==> src/coospmv_pkg.sv <==
package coospmv_pkg;

   // Field widths of the request and response words
   localparam int OP_W      = 3;
   localparam int IDX_W     = 10;
   localparam int DATA_W    = 32;
   localparam int VLEN_W    = 11;
   localparam int CSR_IDX_W = 2;

   // Q16.16 arithmetic
   localparam int FRAC_BITS = 16;
   localparam int LIMB_W    = 32;

   // Operation codes
   localparam logic [OP_W-1:0] OP_LOAD_X  = 3'd0;
   localparam logic [OP_W-1:0] OP_LOAD_Y  = 3'd1;
   localparam logic [OP_W-1:0] OP_MARK    = 3'd2;
   localparam logic [OP_W-1:0] OP_CLEAR   = 3'd3;
   localparam logic [OP_W-1:0] OP_TRIPLET = 3'd4;
   localparam logic [OP_W-1:0] OP_READ    = 3'd5;

   // Register indexes
   localparam logic [CSR_IDX_W-1:0] CSR_ALPHA     = 2'd0;
   localparam logic [CSR_IDX_W-1:0] CSR_BETA      = 2'd1;
   localparam logic [CSR_IDX_W-1:0] CSR_TRANSPOSE = 2'd2;
   localparam logic [CSR_IDX_W-1:0] CSR_LENGTH    = 2'd3;

   // Register reset values
   localparam logic [DATA_W-1:0] GAIN_ONE   = 32'h0001_0000;
   localparam logic [VLEN_W-1:0] VLEN_RESET = 11'd1024;

   typedef struct packed {
      logic [OP_W-1:0]          operation;
      logic [IDX_W-1:0]         entry_index;
      logic [IDX_W-1:0]         row_number;
      logic [IDX_W-1:0]         column_number;
      logic signed [DATA_W-1:0] data_value;
   } req_word_type;

   typedef struct packed {
      logic signed [DATA_W-1:0] result_value;
      logic [IDX_W-1:0]         result_index;
      logic                     read_status;
   } rsp_word_type;

   // Status of the shared multiplier
   typedef struct packed {
      logic busy;
      logic done;
   } mul_stat_type;

endpackage

==> src/coospmv_qmul.sv <==
module coospmv_qmul
   import coospmv_pkg::*;
#(
   parameter int VALUE_WIDTH = 32,
   localparam int OPA_W = (VALUE_WIDTH > DATA_W) ? VALUE_WIDTH : DATA_W
) (
   input  logic                          clock,
   input  logic                          reset,
   input  logic                          start,
   input  logic signed [OPA_W-1:0]       op_a,
   input  logic signed [DATA_W-1:0]      op_b,
   output logic signed [VALUE_WIDTH-1:0] result,
   output mul_stat_type                  stat
);

   localparam int LIMBS  = (OPA_W + LIMB_W - 1) / LIMB_W;
   localparam int PAD_W  = LIMBS * LIMB_W;
   localparam int PROD_W = PAD_W + LIMB_W;
   localparam int MAG_W  = PROD_W - FRAC_BITS;
   localparam int CNT_W  = $clog2(LIMBS + 1);

   localparam logic [MAG_W-1:0] LIM_NEG = MAG_W'(1) << (VALUE_WIDTH - 1);
   localparam logic [MAG_W-1:0] LIM_POS = LIM_NEG - MAG_W'(1);

   localparam logic [1:0] Q_IDLE = 2'd0;
   localparam logic [1:0] Q_MUL  = 2'd1;
   localparam logic [1:0] Q_FIN  = 2'd2;

   logic [1:0]               state_ff, state_in;
   logic [CNT_W-1:0]         cnt_ff, cnt_in;
   logic                     neg_ff, neg_in;
   logic [PAD_W-1:0]         ua_ff, ua_in;
   logic [LIMB_W-1:0]        ub_ff, ub_in;
   logic [2*LIMB_W-1:0]      pp_ff, pp_in;
   logic [PROD_W-1:0]        acc_ff, acc_in;
   logic [VALUE_WIDTH-1:0]   result_ff, result_in;
   logic                     done_ff, done_in;

   logic [OPA_W-1:0]         a_mag;
   logic [LIMB_W-1:0]        b_mag;
   logic [MAG_W-1:0]         mag;
   logic [MAG_W-1:0]         lim;
   logic [MAG_W-1:0]         sat_mag;
   logic [VALUE_WIDTH-1:0]   res_mag;

   assign a_mag   = op_a[OPA_W-1] ? (~op_a + 1'b1) : op_a;
   assign b_mag   = op_b[DATA_W-1] ? (~op_b + 1'b1) : op_b;
   // drop the fraction by truncating the magnitude, so the result rounds toward zero
   assign mag     = acc_ff[PROD_W-1:FRAC_BITS];
   assign lim     = neg_ff ? LIM_NEG : LIM_POS;
   assign sat_mag = (mag > lim) ? lim : mag;
   assign res_mag = sat_mag[VALUE_WIDTH-1:0];

   always_comb begin
      state_in  = state_ff;
      cnt_in    = cnt_ff;
      neg_in    = neg_ff;
      ua_in     = ua_ff;
      ub_in     = ub_ff;
      pp_in     = pp_ff;
      acc_in    = acc_ff;
      result_in = result_ff;
      done_in   = 1'b0;
      unique case (state_ff)
         Q_IDLE: begin
            if (start) begin
               neg_in   = op_a[OPA_W-1] ^ op_b[DATA_W-1];
               ua_in    = PAD_W'(a_mag);
               ub_in    = b_mag;
               acc_in   = '0;
               cnt_in   = '0;
               state_in = Q_MUL;
            end
         end
         Q_MUL: begin
            // top limb first: shift the running sum up one limb and add the new part
            pp_in  = ua_ff[PAD_W-1 -: LIMB_W] * ub_ff;
            ua_in  = ua_ff << LIMB_W;
            cnt_in = cnt_ff + 1'b1;
            if (cnt_ff != '0) begin
               acc_in = (acc_ff << LIMB_W) + PROD_W'(pp_ff);
            end
            if (cnt_ff == CNT_W'(LIMBS)) begin
               state_in = Q_FIN;
            end
         end
         Q_FIN: begin
            result_in = neg_ff ? (~res_mag + 1'b1) : res_mag;
            done_in   = 1'b1;
            state_in  = Q_IDLE;
         end
         default: begin
            state_in = Q_IDLE;
         end
      endcase
   end

   always_ff @(posedge clock) begin
      if (reset) begin
         state_ff <= Q_IDLE;
         done_ff  <= 1'b0;
      end else begin
         state_ff <= state_in;
         done_ff  <= done_in;
      end
   end

   always_ff @(posedge clock) begin
      cnt_ff    <= cnt_in;
      neg_ff    <= neg_in;
      ua_ff     <= ua_in;
      ub_ff     <= ub_in;
      pp_ff     <= pp_in;
      acc_ff    <= acc_in;
      result_ff <= result_in;
   end

   assign result    = result_ff;
   assign stat.busy = (state_ff != Q_IDLE);
   assign stat.done = done_ff;

endmodule
==> config.mk <==
export PLATFORM = sky130hd
export DESIGN_NAME = coospmv_qmul
export DESIGN_NICKNAME = d
export VERILOG_FILES = /design/src/coospmv_pkg.sv /design/src/coospmv_qmul.sv
export SDC_FILE = /design/constraint.sdc
export NUM_CORES = 2
export LEC_CHECK = 0
export BUFFER_PORTS_ARGS = -buffer_cell sky130_fd_sc_hd__buf_2
export CAP_MARGIN = 20
export CORE_MARGIN = 5
export CORE_UTILIZATION = 50
export DETAILED_ROUTE_END_ITERATION = 16
export PLACE_DENSITY_LB_ADDON = 0.15
export SYNTH_ARGS = -nofsm -noshare
export SYNTH_HDL_FRONTEND = slang
export SYNTH_SLANG_ARGS = --single-unit
==> constraint.sdc <==
create_clock -name clock -period 9.8 [get_ports clock]
set_clock_uncertainty 0.2 [all_clocks]
set_input_delay 1.96 -clock clock [delete_from_list [all_inputs] [get_ports clock]]
set_output_delay 1.96 -clock clock [all_outputs]
set_load 0.01 [all_outputs]
# Yosys cells after proc, flatten, opt, wreduce, memory -nomap -nowiden
# Cells that the tools add are included.
# word_totals
inputBits	67
ff_bits	229
output_inout_bits	34
# classes
n_eq_ne	4
reduce_logical	7
magnitude_cmp	1
n_addsub	5
mul	1
bitwise_logic	4
n_mux	16
# op_table
cell	n
32-bit two-way mux	5
64-bit two-way mux	2
64-bit case mux with 2 select lines	1
32-bit by 1-bit adder with 32-bit output, second input constant	3
32-bit inverter	3
64-bit adder	1
32-bit by 32-bit multiplier with 64-bit output	1
32-bit case mux with 2 select lines	1
48-bit by 32-bit greater-than comparator with 1-bit output	1
31-bit two-way mux	1
2-bit AND reduction	3
2-bit two-way mux	2
2-bit inequality test, second input constant	2
2-bit case mux with 2 select lines	1
2-bit nonzero test	2
3-bit AND reduction	1
2-bit by 1-bit equality test with 1-bit output, second input constant	1
2-bit equality test, second input constant	1
2-bit logical NOT	1
1-bit two-way mux	2
1-bit case mux with 2 select lines	1
1-bit adder, second input constant	1
1-bit XOR	1

# Logic depth before layout (Yosys ltp)
# depth
ltp_word	6
depth_mapped	30

# Worst setup path after synthesis
# OpenSTA, ideal clock, no wires.
# synth_timing
path_kind	register -> register
from	reg ub_ff[2]
to	reg pp_ff[63], data pin
path_slack_ps	2258
t_arrival_ps	7082
required_time_ps	9340
synth_period_minus_slack_ps	7542
path_stages_with_launch	28
setup_ps	260
path_cell_list	edfxtp_1 -> clkbuf_1 -> and2_1 -> fa_1 -> inv_1 -> fa_1 -> fa_1 -> fa_1 -> inv_1 -> fa_1 -> inv_1 -> fa_1 -> inv_1 -> fa_1 -> inv_1 -> fa_1 -> inv_1 -> ha_1 -> and4_1 -> and4_1 -> inv_1 -> a2111oi_0 -> o21ai_1 -> o211ai_1 -> a21oi_1 -> o31ai_1 -> a21oi_1 -> xnor2_1
# synth_between
elab_chain_len	1
# synth_rtl
item	line_no	rtl
start, declared	coospmv_qmul.sv:33	logic [LIMB_W-1:0] ub_ff, ub_in;
start signal, assigned	coospmv_qmul.sv:112	ub_ff <= ub_in;
32-bit by 32-bit multiplier with 64-bit output	coospmv_qmul.sv:77	pp_in = ua_ff[PAD_W-1 -: LIMB_W] * ub_ff;
end signal, assigned	coospmv_qmul.sv:113	pp_ff <= pp_in;
end, declared	coospmv_qmul.sv:34	logic [2*LIMB_W-1:0] pp_ff, pp_in;
# Every way passes these cells.
# A chain may end at the register's enable or synchronous reset.

# Worst setup path after layout
# layout_timing
from	reg ub_ff[5]
to	reg pp_ff[63], data pin
# Same word-level chain as after synthesis.

==> results.ini <==
[synthesis]
ys.warnings.count=0
synth_area_sq_mm=0.04509
synth_top_area_frac=0.3982
synth_flop_cell=edfxtp_1
ys_ff_latch=229
synth_nets=5960
synth_top_area_cell=fa_1
synthCells=4667
yosys.cell_types.count=78
synth_area_leaders=fa_1 (40%), edfxtp_1 (15%), ha_1 (9.1%)
avgSynthCellArea_sq_um=9.662
synth_edf_count=226
ys_async_sr_fraction=0
yosysSeqAreaShare=0.1518

[global_routing]
grt_pass1_vias=33590
met2_usage=0.4251
busiest_layer=met2
use_met3=0.05799
grt_usage=0.2620
overflow=0
grt_pass1_wl_mm=194.1
grt_use_met1=0.3666
antenna_found_initial=1
grt_max_degree=74

[detailed_routing]
vias_per_cell=5.434
vias=31720
firstDrtPassIters=5
drt_iter0_drc=2088
post_drt_wl_per_cell_microns=21.04
drtAntennaViolNets=0
wl_mm=122.8
drcViolationCount=0

[finish]
nFillCells=8256
syn_to_final_growth_pct=6.121
finish.instance_area_sq_mm=0.04785
multi_input_comb_area_sq_mm=0.03396
finalNetCount=5930
drive_gt1_frac=0.05389
regArea_sq_mm=0.006847

[critical_path]
path_cells=and2_1 > fa_1 > fa_1 > fa_1 > inv_1 > fa_1 > inv_1 > fa_1 > fa_1 > fa_1 > inv_1 > fa_1 > inv_1 > ha_1 > and4_1 > and4_1 > inv_1 > a2111oi_0 > o21ai_1 > o211ai_1 > a21oi_1 > o31ai_1 > a21oi_1 > xnor2_1
start_kind=flip-flop
r2r_start=ub_ff[5]
ff2ff_path_depth=24
worst-endpoint-arrival_ns=8.96
slowest_stage=edfxtp_1
rrSetupSlack_ns=0.96
path_max_fanout=32
max_stage_delay_ns=1.09
endpoint_kind=flip-flop
crit_path_frequent_cell=fa_1
crit_type=reg -> reg
r2r_end=pp_ff[63]
required_ns=9.92

[clock_network]
cts_sinks=229
hold_buffers=0
worstSkewPairLatency_ns=0.59
cts_tree=built
cts-resized-gates=0
cts.path.max_buffers=3
clk_pin_slew_ns=0.06
cts_root_buf=clkbuf_16
cts_setup_buffers=0
cts_made_buffers=29
cts.htree.levels=1

[sta]
relSlewSlack=0.2034
hold_viol=0
period_minus_slack_ns=8.835
worst_pin_slew_ns=1.195
grt_setup_unrepaired=no
drv_slew=0
min_period_over_period=0.9015
setup-violations-final=0
max_freq_mhz=113.2
fin_setup_tns_ns=0

[floorplan]
dieArea_sq_mm=0.09629
fp.dieH_microns=310.3
ios=101
start_util=0.5025
core_sq_mm=0.08974
chipWidth_microns=310.3
rows=110

[run_status]
status=complete, no violations

[min_path]
whs_endpoint=acc_ff[11]
hp-start=pp_ff[11]
hold_depth=1
hp-class=reg -> reg

[flow_run]
cap_violations=0

[placement]
gp_congestion=0.9123
placed_cell_area_sq_mm=0.04679
portBuffers=100
dp_hpwl_mm=100.1

[Yosys cell counts (6+ instances only)]
library cell and number:
or4_1 13, ha_1 329, o21a_1 18, a21oi_1 110, and3_1 14, o21bai_1 15
mux2i_1 9, nand2b_1 14, nand3_1 27, o21ai_0 97, or3_1 9, inv_1 893
nand4_1 21, xor2_1 57, nor2_1 135, nand2_1 508, nor2b_1 20, or2_2 6
a31oi_1 21, nor4_1 13, xnor2_1 84, o21ai_1 6, o41ai_1 9, a221oi_1 7
a21boi_0 6, edfxtp_1 226, a21o_1 66, clkbuf_1 229, buf_1 6, nor3_1 32
o31ai_1 22, a211oi_1 17, o211ai_1 7, and2_1 647, fa_1 897
[kinds of logic after synthesis]
family                     share of synthesized area
AOI/OAI and AO/OA                            0.06227
xor gates and xnor gates                     0.02739
adders and majority gates                     0.4895
buffers and inverters                        0.09525
DFF                                           0.1518
muxes                                       0.001998
and+or+nand+nor                               0.1718
[through the flow]
stage,util,setup WS (ns),instances,hold slack [ns]
floorplan,-,2.258,4667,0.2804
global placement,0.5208,1.011,5778,0.3022
detailed placement,0.5214,1.053,5780,0.3025
CTS,0.5325,1.031,5832,0.3186
global route,0.5332,0.4035,5834,0.3306
finish,0.5333,0.9649,5838,0.3182
[placed cells by master (no fill, tap or decap), drive strengths merged, types with 104 or more instances in the layout]
master / count
a21oi: 110
and2: 649
buf: 182
edfxtp: 226
fa: 897
ha: 329
inv: 898
nand2: 508
nor2: 136
o21ai: 104
[worst max-delay path: cells and delay by family (launching register included)]
family                     cells  cell delay [ns]
adders and majority gates      9             4.39
AOI/OAI and AO/OA              6             1.70
DFF                            1             1.09
and+or+nand+nor                3             0.78
buffers and inverters          5             0.27
xor gates and xnor gates       1             0.13
[sequential cells by signal (all words and copies together) (netlist names)]
register / count
neg_ff: 1
pp_ff: 64
ub_ff: 32
ua_ff: 32
cnt_ff: 1
acc_ff: 64
result: 32
state_ff: 2
done_ff: 1
[cell type report]
| class | instances | area share |
|---|---|---|
| clock inverters | 22 | 0.005595 |
| multi-input cells | 3301 | 0.7097 |
| flip-flops and latches | 229 | 0.1431 |
| well taps | 1176 | 0.03075 |
| clock buffers | 30 | 0.01524 |
| inverters | 894 | 0.07018 |
| repair buffers | 182 | 0.02526 |
| diodes | 4 | 0.0002092 |
[worst max-delay path by stage]
stage / startpoint / endpoint / cells after the start / slack (ns)
floorplan: ub_ff[2] / pp_ff[63] / 27 / 2.26
global placement: ub_ff[9] / pp_ff[63] / 27 / 1.01
detailed placement: ub_ff[5] / pp_ff[63] / 24 / 1.05
CTS: ub_ff[5] / pp_ff[63] / 24 / 1.03
global route: ub_ff[5] / pp_ff[63] / 26 / 0.40
finish: ub_ff[5] / pp_ff[63] / 24 / 0.96
[metal layers]
| layer | up-vias | share of wire |
|---|---|---|
| met5 | - | 0 |
| met4 | 0 | 0.025 |
| met3 | 168 | 0.079 |
| met2 | 1075 | 0.46 |
| met1 | 16220 | 0.43 |
| li1 | 14260 | - |
Power is left out: the tool's default activity adds up to more than one toggle a clock period on the data nets, which glitch-free logic cannot reach.
